[src/rtl/tspg_pkg.sv]
package tspg_pkg;

    // Table geometry and number formats.
    localparam int GROUP_COUNT       = 8;
    localparam int SAMPLES_PER_GROUP = 16;
    localparam int FRAC_BITS         = 32;
    localparam int IDX_W             = 32;
    localparam int GID_W             = 32;
    localparam int WSLOT_W           = 4;
    localparam int COORD_W           = 32;
    localparam int OUT_W             = FRAC_BITS + 1;

    localparam int DEPTH   = GROUP_COUNT * SAMPLES_PER_GROUP;
    localparam int ADDR_W  = (DEPTH > 1) ? $clog2(DEPTH) : 1;
    localparam int GROUP_W = (GROUP_COUNT > 1) ? $clog2(GROUP_COUNT) : 1;
    localparam int SLOT_W  = (SAMPLES_PER_GROUP > 1) ? $clog2(SAMPLES_PER_GROUP) : 1;

    // First index of level s: SAMPLES_PER_GROUP * (1 + 4 + ... + 4^(s-1)).
    function automatic logic [63:0] level_start(input int s);
        logic [63:0] acc;
        logic [63:0] sq;
        acc = '0;
        sq  = 64'd1;
        for (int k = 0; k < s; k++) begin
            acc = acc + sq * 64'(SAMPLES_PER_GROUP);
            sq  = sq << 2;
        end
        return acc;
    endfunction

    // Deepest level whose first index still fits in a sample index.
    function automatic int level_limit();
        int n;
        n = 0;
        for (int k = 1; k <= 20; k++) begin
            if (level_start(k) <= ((64'd1 << IDX_W) - 64'd1)) begin
                n = k;
            end
        end
        return n;
    endfunction

    localparam int LEVEL_MAX = level_limit();
    localparam int LEVEL_W   = $clog2(LEVEL_MAX + 1);
    localparam int TILE_W    = (LEVEL_MAX > 0) ? LEVEL_MAX : 1;

    // Orientation codes.
    localparam logic [2:0] ORI_IDENT     = 3'd0;
    localparam logic [2:0] ORI_ROT90     = 3'd1;
    localparam logic [2:0] ORI_ROT180    = 3'd2;
    localparam logic [2:0] ORI_ROT270    = 3'd3;
    localparam logic [2:0] ORI_FLIP_X    = 3'd4;
    localparam logic [2:0] ORI_SWAP      = 3'd5;
    localparam logic [2:0] ORI_FLIP_Y    = 3'd6;
    localparam logic [2:0] ORI_ANTI_SWAP = 3'd7;

    // Item modes.
    localparam logic MODE_QUERY = 1'b0;
    localparam logic MODE_LOAD  = 1'b1;

    // Level of a sample index and its offset within that level.
    typedef struct packed {
        logic [LEVEL_W-1:0] level;
        logic [IDX_W-1:0]   rem;
    } t_locate;

    // Table entry for a group and a slot within it.
    function automatic logic [ADDR_W-1:0] entry_addr(input logic [GROUP_W-1:0] grp,
                                                     input logic [SLOT_W-1:0]  slot);
        logic [31:0] full;
        full = 32'(grp) * 32'(SAMPLES_PER_GROUP) + 32'(slot);
        return full[ADDR_W-1:0];
    endfunction

endpackage

[src/rtl/tspg_locate.sv]
module tspg_locate (
    input  logic [tspg_pkg::IDX_W-1:0] i_sample_index,
    output tspg_pkg::t_locate          o_loc
);
    import tspg_pkg::*;

    logic [LEVEL_W-1:0] level;
    logic [IDX_W-1:0]   start;

    // Levels are found by comparing against every level start in parallel;
    // the number of starts passed is the level.
    always_comb begin
        level = '0;
        for (int k = 1; k <= LEVEL_MAX; k++) begin
            if (i_sample_index >= IDX_W'(level_start(k))) begin
                level = level + LEVEL_W'(1);
            end
        end
    end

    // Pick the start of the found level and take the offset from it.
    always_comb begin
        start = '0;
        for (int k = 1; k <= LEVEL_MAX; k++) begin
            if (level == LEVEL_W'(k)) begin
                start = IDX_W'(level_start(k));
            end
        end
    end

    assign o_loc.level = level;
    assign o_loc.rem   = i_sample_index - start;

endmodule

[config.mk]
export PLATFORM = sky130hd
export DESIGN_NAME = tspg_locate
export DESIGN_NICKNAME = d
export VERILOG_FILES = /design/src/rtl/tspg_pkg.sv /design/src/rtl/tspg_locate.sv
export SDC_FILE = /design/constraint.sdc
export NUM_CORES = 1
export LEC_CHECK = 0
export ABC_AREA = 1
export BUFFER_PORTS_ARGS = -buffer_cell sky130_fd_sc_hd__buf_2
export CORE_AREA = 2 2 76 78
export DETAILED_ROUTE_END_ITERATION = 10
export DIE_AREA = 0 0 78 80
export PLACE_DENSITY = 0.81
export SYNTH_ARGS = -nofsm -noshare
export SYNTH_HDL_FRONTEND = slang
export SYNTH_SLANG_ARGS = --single-unit
export TNS_END_PERCENT = 5
[constraint.sdc]
create_clock -name vclk -period 12.3
set_clock_uncertainty 0.1 [all_clocks]
set_input_delay 1.23 -clock vclk [all_inputs]
set_output_delay 1.23 -clock vclk [all_outputs]
set_load 0.01 [all_outputs]
# Yosys cells after proc, flatten, opt, wreduce, memory -nomap -nowiden
# Index checks and enable logic that the tools add are counted.
[word_totals]
ff_bits = 0
elab_cells = 70
[classes]
addsub = 14
magnitude_cmp = 14
eq_ne = 14
n_mux = 28
[op_table]
columns = ["cell", "n"]
rows = [
  ["$mux W32", 13],
  ["$add A4 B1 Y4 const B", 13],
  ["$mux W4", 13],
  ["$ge A32 B11 Y1 const B", 1],
  ["$ge A32 B13 Y1 const B", 1],
  ["$ge A32 B15 Y1 const B", 1],
  ["$ge A32 B17 Y1 const B", 1],
  ["$ge A32 B19 Y1 const B", 1],
  ["$ge A32 B21 Y1 const B", 1],
  ["$ge A32 B23 Y1 const B", 1],
  ["$ge A32 B25 Y1 const B", 1],
  ["$ge A32 B27 Y1 const B", 1],
  ["$ge A32 B29 Y1 const B", 1],
  ["$ge A32 B31 Y1 const B", 1],
  ["$ge A32 B5 Y1 const B", 1],
  ["$ge A32 B7 Y1 const B", 1],
  ["$ge A32 B9 Y1 const B", 1],
  ["$sub A32 B32 Y32", 1],
  ["$eq A4 B4 Y1 const B", 7],
  ["$eq A4 B3 Y1 const B", 4],
  ["$eq A4 B2 Y1 const B", 2],
  ["$mux W5", 1],
  ["$eq A4 B1 Y1 const B", 1],
  ["$mux W1", 1],
]

# Depth between registers and ports, before layout
[logic_depth]
word_depth = 44
ltp_mapped = 79

# Least setup slack after synthesis
# Ideal clock, no wire load.
[synth_path]
kind = "input to output"
start = "in i_sample_index[21] in the netlist's numbering"
end = "out o_loc[31] in the netlist's numbering"
arrival_time_ns = 9.696
required_ns = 10.970
path_slack_ns = 1.274
cell_stages = 75
path_buffers = 1
path_cell_list = "buf_6 -> nor2_2 -> nand2_2 -> nor2_4 -> nand2_4 -> inv_2 -> nand3_2 -> inv_1 -> ha_1 -> inv_1 -> nand2_2 -> nand2_2 -> inv_1 -> ha_1 -> nand2_1 -> nand2_1 -> nand3_1 -> nand3_1 -> [... 39 more ...] -> nand2_1 -> o21ai_0 -> nand2_1 -> a21oi_1 -> nand2_1 -> a21oi_1 -> o31ai_1 -> nand2_1 -> nand2_1 -> nand2_1 -> nand3_1 -> nand2_1 -> nand2_1 -> nand2_1 -> nand2_1 -> o21ai_0 -> nand2_1 -> xor2_1"
[synth_rtl]
columns = ["element", "line_no", "text"]
rows = [
  ["start, declared", "tspg_locate.sv:2", "input logic [tspg_pkg::IDX_W-1:0] i_sample_index,"],
  ["end, declared", "tspg_locate.sv:3", "output tspg_pkg::t_locate o_loc"],
]

==> metrics <==
status finished, final reports clean; routed wire length per instance 11.0 um; DR pass1 iterations 4; fin crit share 0.946; largest area contributor in the netlist nand2_1; core footprint 5410 um^2; fill cell count 494; relative slew slack 0.649; # setup viols final 0; top-count cell post-synth nand2_1; area delta synth->final 18.8%; Boundary Pins 68; most common library cells after synthesis nand2_1, inv_1, nand3_1; Worst Hold Path Cells 0; vias in the first global route 3,315; largest net degree at the start of global routing 9; ant diodes 0; die width 78 um; net count after synthesis 640; Yosys Warn Count 0; Slowest cell on crit path ha_1; top cell type's share of synthesized area 0.196; Final Max Slew Viols 0; number of routed nets with antenna violations 0; synthesized cell area 3100 um^2; Worst Setup EP o_loc[31]; Worst VDD drop 0.0479 mV; Hold Crit Class in -> out; Fin Hold WS 2.36 ns; die span in y 80 um; Syn Area/Cell 5.33 um^2; NumNets Final 706; Max Freq 86.0 MHz; # rows 27; Mapped Cells 581; Crit path top cell by count nand2_1; top cells by area, synth nand2_1, nand3_1, ha_1, inv_1, xor2_1; share of cells above drive strength 1 0.273; final hold vios 0; # hold bufs at CTS 0; die area 6240 um^2; Sequential Area 0 um^2; post-layout min period 11.63 ns; first-pass GRT wire length 13.1 mm; Critical Path Start i_sample_index[25]; initial drt markers 153; Initial Util 0.573; CP peak stage delay 0.31 ns; Cell Pwr Density 45.5 nW/um^2; FFs & Latches 0; sequential fraction of the synthesis area 0; initial antenna violation count 0; number of vias per cell 5.28; Routability Congestion 0.866; Crit. End Element primary output; CP Max Fanout 6; Worst setup SP type primary input; required time worst endpoint 10.97 ns; worst-margin pin slew 0.521 ns; GRT Total Usage 0.240; Setup Crit Path Kind in -> out; total grt overflow 0; HPWL after DPL 6.49 mm; DR vias 3,786; DRC viols 0; Routed WL 7.86 mm; Area after DPL 3440 um^2; Maximum Capacitance Violations 0; CLK BUF 0; setup TNS 0 ns; I/O Buffers 60; Cell variety after synth 42; design area 3680 um^2; Critical Path AT 10.30 ns; Lkg Pwr 2.19 nW
==> critical path, delay by kind of cell <==
family / cells / cell delay (ns)
AND/OR/NAND/NOR: 50 / 5.31
buffers and inverters: 12 / 0.89
adder cells (fa/ha/maj): 7 / 1.79
XOR/XNOR: 1 / 0.14
AO/OA/AOI/OAI: 7 / 0.93
==> how the worst min path moves through the flow <==
stage                                   from        end  slack [ns]
after floorplan           i_sample_index[13]  o_loc[13]        2.44
after global placement     i_sample_index[2]   o_loc[2]        2.36
after detailed placement   i_sample_index[2]   o_loc[2]        2.36
after CTS                  i_sample_index[2]   o_loc[2]        2.36
after global routing       i_sample_index[1]   o_loc[1]        2.36
final                      i_sample_index[1]   o_loc[1]        2.36
==> cell usage in the layout (no fill, tap or decap), types with 11 or more instances in the layout <==
cell type / netlist / final
a21oi_1: 18 / 16
buf_2: 0 / 60
ha_1: 27 / 25
inv_1: 89 / 87
nand2_1: 162 / 152
nand2_2: 28 / 33
nand3_1: 83 / 78
nor2_1: 53 / 48
nor2_2: 10 / 11
xor2_1: 23 / 23
==> power by group <==
part / leakage [nW] / switching (mW) / internal, mW
Sequential: 0 / 0 / 0
Clock: 0 / 0 / 0
Combinational: 2.19 / 0.100 / 0.0669
Total: 2.19 / 0.100 / 0.0669
==> cells by family (layout without fill, tap and decap cells) <==
| kind of cell | after synthesis | count (layout) | share of synthesized area |
|---|---|---|---|
| and+or+nand+nor | 374 | 374 | 0.579 |
| xor gates and xnor gates | 25 | 25 | 0.0731 |
| AOI/OAI and AO/OA | 49 | 49 | 0.100 |
| buffers and inverters | 106 | 170 | 0.139 |
| adders and majority gates | 27 | 27 | 0.109 |
==> per-stage QoR <==
step           cells  total power [mW]  setup WS [ns]   util
2_1_floorplan    581             0.105           1.27      -
4_1_cts          707             0.155          0.162  0.636
3_5_place_dp     707             0.154          0.208  0.636
6_report         717             0.167          0.670  0.681
3_3_place_gp     707             0.151          0.370  0.636
5_1_grt          717             0.185        -0.0682  0.681
==> layout make-up <==
cell class / count / area [um^2] / area share
Inverter: 100 / 380 / 0.103
Multi-Input combinational cell: 475 / 2830 / 0.770
Tap cell: 72 / 90.1 / 0.0245
Timing Repair Buffer: 70 / 375 / 0.102
==> repair_timing <==
item                                    4_1_cts  5_1_grt
endpoints found under the setup margin        0        8
buffers inserted                              0       10
resized for setup                             0       44
==> routing by layer <==
layer	GRT usage	part of all wire	wire length [um]	vias to the layer above
met5	0	0	0	-
met4	0.0211	0.011	89	0
met3	0.00452	0.033	260	12
met2	0.459	0.49	3840	84
met1	0.311	0.47	3660	1701
li1	-	-	-	1989
Power figures use the tool's default switching activity.
