[config.mk]
export PLATFORM = sky130hd
export DESIGN_NAME = tspg_transform
export DESIGN_NICKNAME = d
export VERILOG_FILES = /design/src/rtl/tspg_pkg.sv /design/src/rtl/tspg_transform.sv
export SDC_FILE = /design/constraint.sdc
export NUM_CORES = 1
export LEC_CHECK = 0
export BUFFER_PORTS_ARGS = -buffer_cell sky130_fd_sc_hd__buf_2
export CAP_MARGIN = 20
export CORE_MARGIN = 2
export CORE_UTILIZATION = 50
export DETAILED_ROUTE_END_ITERATION = 6
export PLACE_DENSITY = 0.75
export SLEW_MARGIN = 20
export SYNTH_ARGS = -nofsm -noshare
export SYNTH_HDL_FRONTEND = slang
export SYNTH_SLANG_ARGS = --single-unit
export TNS_END_PERCENT = 100
[constraint.sdc]
create_clock -name vclk -period 8.25
set_clock_uncertainty 0.05 [all_clocks]
set_input_delay 1.2375 -clock vclk [all_inputs]
set_output_delay 1.2375 -clock vclk [all_outputs]
set_load 0.005 [all_outputs]
[src/rtl/tspg_pkg.sv]
package tspg_pkg;

    // Table geometry and number formats.
    localparam int GROUP_COUNT       = 8;
    localparam int SAMPLES_PER_GROUP = 16;
    localparam int FRAC_BITS         = 32;
    localparam int IDX_W             = 32;
    localparam int GID_W             = 32;
    localparam int WSLOT_W           = 4;
    localparam int COORD_W           = 32;
    localparam int OUT_W             = FRAC_BITS + 1;

    localparam int DEPTH   = GROUP_COUNT * SAMPLES_PER_GROUP;
    localparam int ADDR_W  = (DEPTH > 1) ? $clog2(DEPTH) : 1;
    localparam int GROUP_W = (GROUP_COUNT > 1) ? $clog2(GROUP_COUNT) : 1;
    localparam int SLOT_W  = (SAMPLES_PER_GROUP > 1) ? $clog2(SAMPLES_PER_GROUP) : 1;

    // First index of level s: SAMPLES_PER_GROUP * (1 + 4 + ... + 4^(s-1)).
    function automatic logic [63:0] level_start(input int s);
        logic [63:0] acc;
        logic [63:0] sq;
        acc = '0;
        sq  = 64'd1;
        for (int k = 0; k < s; k++) begin
            acc = acc + sq * 64'(SAMPLES_PER_GROUP);
            sq  = sq << 2;
        end
        return acc;
    endfunction

    // Deepest level whose first index still fits in a sample index.
    function automatic int level_limit();
        int n;
        n = 0;
        for (int k = 1; k <= 20; k++) begin
            if (level_start(k) <= ((64'd1 << IDX_W) - 64'd1)) begin
                n = k;
            end
        end
        return n;
    endfunction

    localparam int LEVEL_MAX = level_limit();
    localparam int LEVEL_W   = $clog2(LEVEL_MAX + 1);
    localparam int TILE_W    = (LEVEL_MAX > 0) ? LEVEL_MAX : 1;

    // Orientation codes.
    localparam logic [2:0] ORI_IDENT     = 3'd0;
    localparam logic [2:0] ORI_ROT90     = 3'd1;
    localparam logic [2:0] ORI_ROT180    = 3'd2;
    localparam logic [2:0] ORI_ROT270    = 3'd3;
    localparam logic [2:0] ORI_FLIP_X    = 3'd4;
    localparam logic [2:0] ORI_SWAP      = 3'd5;
    localparam logic [2:0] ORI_FLIP_Y    = 3'd6;
    localparam logic [2:0] ORI_ANTI_SWAP = 3'd7;

    // Item modes.
    localparam logic MODE_QUERY = 1'b0;
    localparam logic MODE_LOAD  = 1'b1;

    // Level of a sample index and its offset within that level.
    typedef struct packed {
        logic [LEVEL_W-1:0] level;
        logic [IDX_W-1:0]   rem;
    } t_locate;

    // Table entry for a group and a slot within it.
    function automatic logic [ADDR_W-1:0] entry_addr(input logic [GROUP_W-1:0] grp,
                                                     input logic [SLOT_W-1:0]  slot);
        logic [31:0] full;
        full = 32'(grp) * 32'(SAMPLES_PER_GROUP) + 32'(slot);
        return full[ADDR_W-1:0];
    endfunction

endpackage

[src/rtl/tspg_transform.sv]
module tspg_transform (
    input  logic [tspg_pkg::FRAC_BITS-1:0] i_base_x,
    input  logic [tspg_pkg::FRAC_BITS-1:0] i_base_y,
    input  logic [tspg_pkg::TILE_W-1:0]    i_tile_x,
    input  logic [tspg_pkg::TILE_W-1:0]    i_tile_y,
    input  logic [tspg_pkg::LEVEL_W-1:0]   i_level,
    input  logic [2:0]                     i_orientation,
    output logic [tspg_pkg::OUT_W-1:0]     o_point_x,
    output logic [tspg_pkg::OUT_W-1:0]     o_point_y
);
    import tspg_pkg::*;

    localparam logic [OUT_W-1:0] ONE_FIXED = OUT_W'(1) << FRAC_BITS;

    logic [FRAC_BITS-1:0] sx;
    logic [FRAC_BITS-1:0] sy;
    logic [OUT_W-1:0]     px;
    logic [OUT_W-1:0]     py;
    logic [OUT_W-1:0]     nx;
    logic [OUT_W-1:0]     ny;

    // Scale (tile + base) by one over the side; the tile sits above the
    // fraction bits, so both parts shift right by the level.
    assign sx = FRAC_BITS'({i_tile_x, FRAC_BITS'(0)} >> i_level) + (i_base_x >> i_level);
    assign sy = FRAC_BITS'({i_tile_y, FRAC_BITS'(0)} >> i_level) + (i_base_y >> i_level);

    assign px = {1'b0, sx};
    assign py = {1'b0, sy};
    assign nx = ONE_FIXED - px;
    assign ny = ONE_FIXED - py;

    // Apply one of the eight symmetries of the unit square.
    always_comb begin
        case (i_orientation)
            ORI_IDENT:     begin o_point_x = px; o_point_y = py; end
            ORI_ROT90:     begin o_point_x = ny; o_point_y = px; end
            ORI_ROT180:    begin o_point_x = nx; o_point_y = ny; end
            ORI_ROT270:    begin o_point_x = py; o_point_y = nx; end
            ORI_FLIP_X:    begin o_point_x = nx; o_point_y = py; end
            ORI_SWAP:      begin o_point_x = py; o_point_y = px; end
            ORI_FLIP_Y:    begin o_point_x = px; o_point_y = ny; end
            default:       begin o_point_x = ny; o_point_y = nx; end
        endcase
    end

endmodule

* Word level (Yosys, flattened, before mapping) *
Cells that the tools add are included.

operators by class
  mux-type cells = 2
  reduce and logical (&&, ||, !) cells = 7
  shift operators = 4
  add/subtract/negate cells = 4
  eq/ne operators = 6

operators with widths
  operator                count
  $pmux 33 s3             2
  $shr 46x4->32           2
  $sub 33x32->33 const A  2
  $add 32x32->32          2
  $shr 32x4->32           2
  $reduce_or 2->1         6
  $eq 3x3->1 const B      3
  $eq 3x2->1 const B      2
  $eq 3x1->1 const B      1
  $logic_not 3->1         1

storage, ports and cells
  input bits = 99
  flip-flop bits (word level) = 0
  output and inout port bits = 66

* Depth between registers and ports, before layout *
  word-level depth = 4
  mapped depth = 26
  depth with buffers taken out = 17

* Least setup slack after synthesis *
Ideal clock, no wire load.

  path kind = input -> output
  start = input port i_level[0] (netlist bit)
  end = output port o_point_x[32] (netlist bit)
  stages on the path = 25
  setup slack = 219 ps
  path buffers = 9
  arrival = 6743 ps
  path through = buf_6 -> buf_12 -> buf_6 -> buf_6 -> buf_4 -> buf_2 -> buf_2 -> clkbuf_1 -> buf_2 -> mux2_2 -> o21ai_0 -> nand2_1 -> o21ai_0 -> mux2i_1 -> ha_1 -> fa_1 -> a21oi_1 -> o22ai_1 -> o41ai_1 -> xnor2_1 -> o2111ai_1 -> nor4_4 -> and3_1 -> nor3b_2 -> a2bb2o_4

on the way
  cells in the longest elaborated chain, start to end = 4
  elaborated cells between the ends (all ways) = 9

RTL lines
  element                                      line                                        source
  from (decl)                                  tspg_transform.sv:6                         input logic [tspg_pkg::LEVEL_W-1:0] i_level,
  $shr 46x4->32, or another cell as far along  tspg_transform.sv:25                        assign sy = FRAC_BITS'({i_tile_y, FRAC_BITS'(0)} >> i_level) + (i_base_y >> i_level);
  $add 32x32->32, on equally long branches     tspg_transform.sv:25, tspg_transform.sv:24
  $sub 33x32->33, on equally long branches     tspg_transform.sv:30, tspg_transform.sv:29
  $pmux 33 s3 (*)                              tspg_transform.sv:34                        case (i_orientation)
  to (decl)                                    tspg_transform.sv:8                         output logic [tspg_pkg::OUT_W-1:0] o_point_x,

Mark *: on every way between the ends. The rest lies on a longest branch, timed or not.

* Worst setup path after layout *
  start = input port i_level[0] (netlist bit)
  end = output port o_point_y[30] (netlist bit)

on the way
  cells in the longest elaborated chain, start to end = 4
  elaborated cells between the ends (all ways) = 9

RTL lines
  element                                      line                                        source
  $shr 46x4->32, or another cell as far along  tspg_transform.sv:24                        assign sx = FRAC_BITS'({i_tile_x, FRAC_BITS'(0)} >> i_level) + (i_base_x >> i_level);
  $add 32x32->32, on equally long branches     tspg_transform.sv:24, tspg_transform.sv:25
  $sub 33x32->33, on equally long branches     tspg_transform.sv:29, tspg_transform.sv:30
  $pmux 33 s3 (*)                              tspg_transform.sv:34
  to (decl)                                    tspg_transform.sv:9                         output logic [tspg_pkg::OUT_W-1:0] o_point_y

Marks and branches as above.

==> results.json <==
{
  "outcome": "finished clean",
  "cp_top_family": "compound AO/OA/AOI/OAI gates",
  "fp-row-count": 50,
  "fin_crit_sh": 0.922,
  "yosysWarnings": 0,
  "slew_headroom": 0.297,
  "initial_core_util": 0.507,
  "synthDistinctLibCells": 104,
  "ios": 165,
  "grt_max_degree": 72,
  "worst_path_max_delay_cell": "o41ai_1",
  "avgSynthCellArea_um2": 7.14,
  "die_w_um": 141,
  "setup_tns_ns": 0,
  "coreArea_mm2": 0.0186,
  "cp_max_fo": 68,
  "setup_viol": 0,
  "grt_use_total": 0.320,
  "via_per_inst": 6.83,
  "ys_seq_area_frac": 0,
  "gr-total-overflow": 0,
  "holdWs_ns": 3.08,
  "drive_above_1_share": 0.239,
  "dpl_cell_area_mm2": 0.0103,
  "num_antenna_cells": 0,
  "drtIter0Drc": 1601,
  "p_leak_nw": 4.20,
  "drtPass1Iterations": 6,
  "port_buffers": 165,
  "final_antenna_net_count": 0,
  "hold_viol": 0,
  "synth_nets": 1451,
  "fmax_mhz": 132,
  "path_class": "in2out",
  "netlist_instances": 1320,
  "cpPeakStageDelay_ns": 0.61,
  "period_needed_ns": 7.60,
  "vias": 11200,
  "crit_path_end_kind": "output port",
  "die_h_um": 141,
  "ctsHoldBuffers": 0,
  "post_cts_buffers": 0,
  "multi_input_area_mm2": 0.00891,
  "drt-total-wl_um": 33700,
  "dpl.hpwl_um": 26300,
  "place_congestion": 1.00,
  "nFillCells": 1805,
  "p_per_area_mw_per_mm2": 91.5,
  "finish.utilization": 0.553,
  "required_ns": 6.96,
  "grt_pass1_wl_um": 52600,
  "post_cts_resized": 0,
  "rsz0062_at_grt": "no",
  "seqCellArea_um2": 0,
  "grt_antenna_before_repair": 0,
  "critPathLaunchType": "primary input",
  "total_power_mw": 0.941,
  "cp_num_buf_inv": 2,
  "ir_drop_mv": 0.0801,
  "tightest_slew_ns": 1.05,
  "synth_area_mm2": 0.00942,
  "finalInstanceArea_mm2": 0.0103,
  "crit_chain": "buf_6 > mux2_2 > o21ai_0 > nand2_1 > o21ai_0 > mux2i_1 > ha_1 > fa_1 > a21oi_1 > o22ai_1 > o41ai_1 > xnor2_1 > o2111ai_1 > nor4_4 > and3_1 > o221ai_1 > o22ai_1 > buf_2",
  "hp-class": "in2out",
  "area_growth_pct": 9.07,
  "clkbuf_count": 0,
  "final_max_slew_viol_count": 0,
  "seq_cell_count": 0,
  "routedWlPerCell_um": 20.6,
  "grt_pass1_vias": 9698,
  "cap_violations": 0,
  "die_area_mm2": 0.0200,
  "nets": 1537,
  "drcViolationCount": 0,
  "arrival_ns": 6.32
}
-- report_power, final --
group	switching, mW	total (mW)	internal, mW
combinational	0.561	0.941	0.379
sequential	0	0	0
clock	0	0	0
-- cell families (layout without fill, tap and decap cells) --
| kind of cell | after synthesis | after routing | share of synthesized area |
|---|---|---|---|
| AND/OR/NAND/NOR | 512 | 512 | 0.272 |
| multiplexers | 181 | 181 | 0.274 |
| AO/OA/AOI/OAI | 423 | 423 | 0.307 |
| buffers and inverters | 123 | 207 | 0.0578 |
| XOR/XNOR | 49 | 49 | 0.0455 |
| adder cells (fa/ha/maj) | 32 | 32 | 0.0441 |
-- synthesized netlist by cell type (all sizes together), types with 12 or more instances --
master,n,area [um2]
nand2,157,597
nor2,148,556
a21oi,104,528
o21ai,90,454
mux2i,83,867
clkbuf,69,259
mux4,54,1220
mux2,44,495
nand3,38,195
nor3,37,208
buf,34,210
ha,30,375
xor2,30,263
a211oi,28,220
o22ai,27,175
inv,19,71.3
nor2b,19,119
xnor2,19,166
a31oi,18,113
and3,16,100
nand2b,14,87.6
a22oi,13,111
and2,13,81.3
nand4,13,118
o21a,12,90.1
o31ai,12,90.1
or2,12,75.1
-- placed cells by master, fill, tap and decap left out, types with 8 or more instances in the layout --
cell      count
xor2_1       29
o211ai_1     11
o21ai_1       8
a211oi_1     26
xnor2_1      18
o31ai_1      12
mux4_2       54
a22o_1       10
nand4_1      10
buf_4        24
mux2i_1      78
nand2b_1     14
and3_1       16
a31oi_1      18
o21ai_0      81
and2_1       13
a21oi_1     102
nand3_1      37
nor3_1       35
nand2_1     156
o22ai_1      26
or2_2         9
a22oi_1      12
nor2_1      147
ha_1         30
mux2_2       38
nor2b_1      19
or3_1         9
inv_1        16
o21a_1       12
buf_2       162
-- per-stage QoR --
step           worst slack [ns]  std cells
2_1_floorplan             0.219       1320
3_3_place_gp              0.761       1638
3_5_place_dp              0.754       1638
4_1_cts                   0.744       1638
5_1_grt                   0.273       1638
6_report                  0.647       1638
-- worst paths after layout --
| path | startpoint | end | slack [ns] | depth (start not counted) |
|---|---|---|---|---|
| max | i_level[0] | o_point_y[30] | 0.65 | 18 |
| min | i_orientation[0] | o_point_x[19] | 3.08 | 4 |
-- layer usage --
| metal | track usage | part of all wire |
|---|---|---|
| met2 | 0.471 | 0.42 |
| met4 | 0.0437 | 0.013 |
| met5 | 0 | 0 |
| met3 | 0.0510 | 0.12 |
| met1 | 0.499 | 0.44 |
-- area by class of cell --
type                       instances  share of cell area
tap                              234              0.0285
inverter                          20             0.00730
multi-input combinational       1197               0.867
timing repair buffer             187              0.0975
No activity file was read; power rests on OpenSTA's default activity.
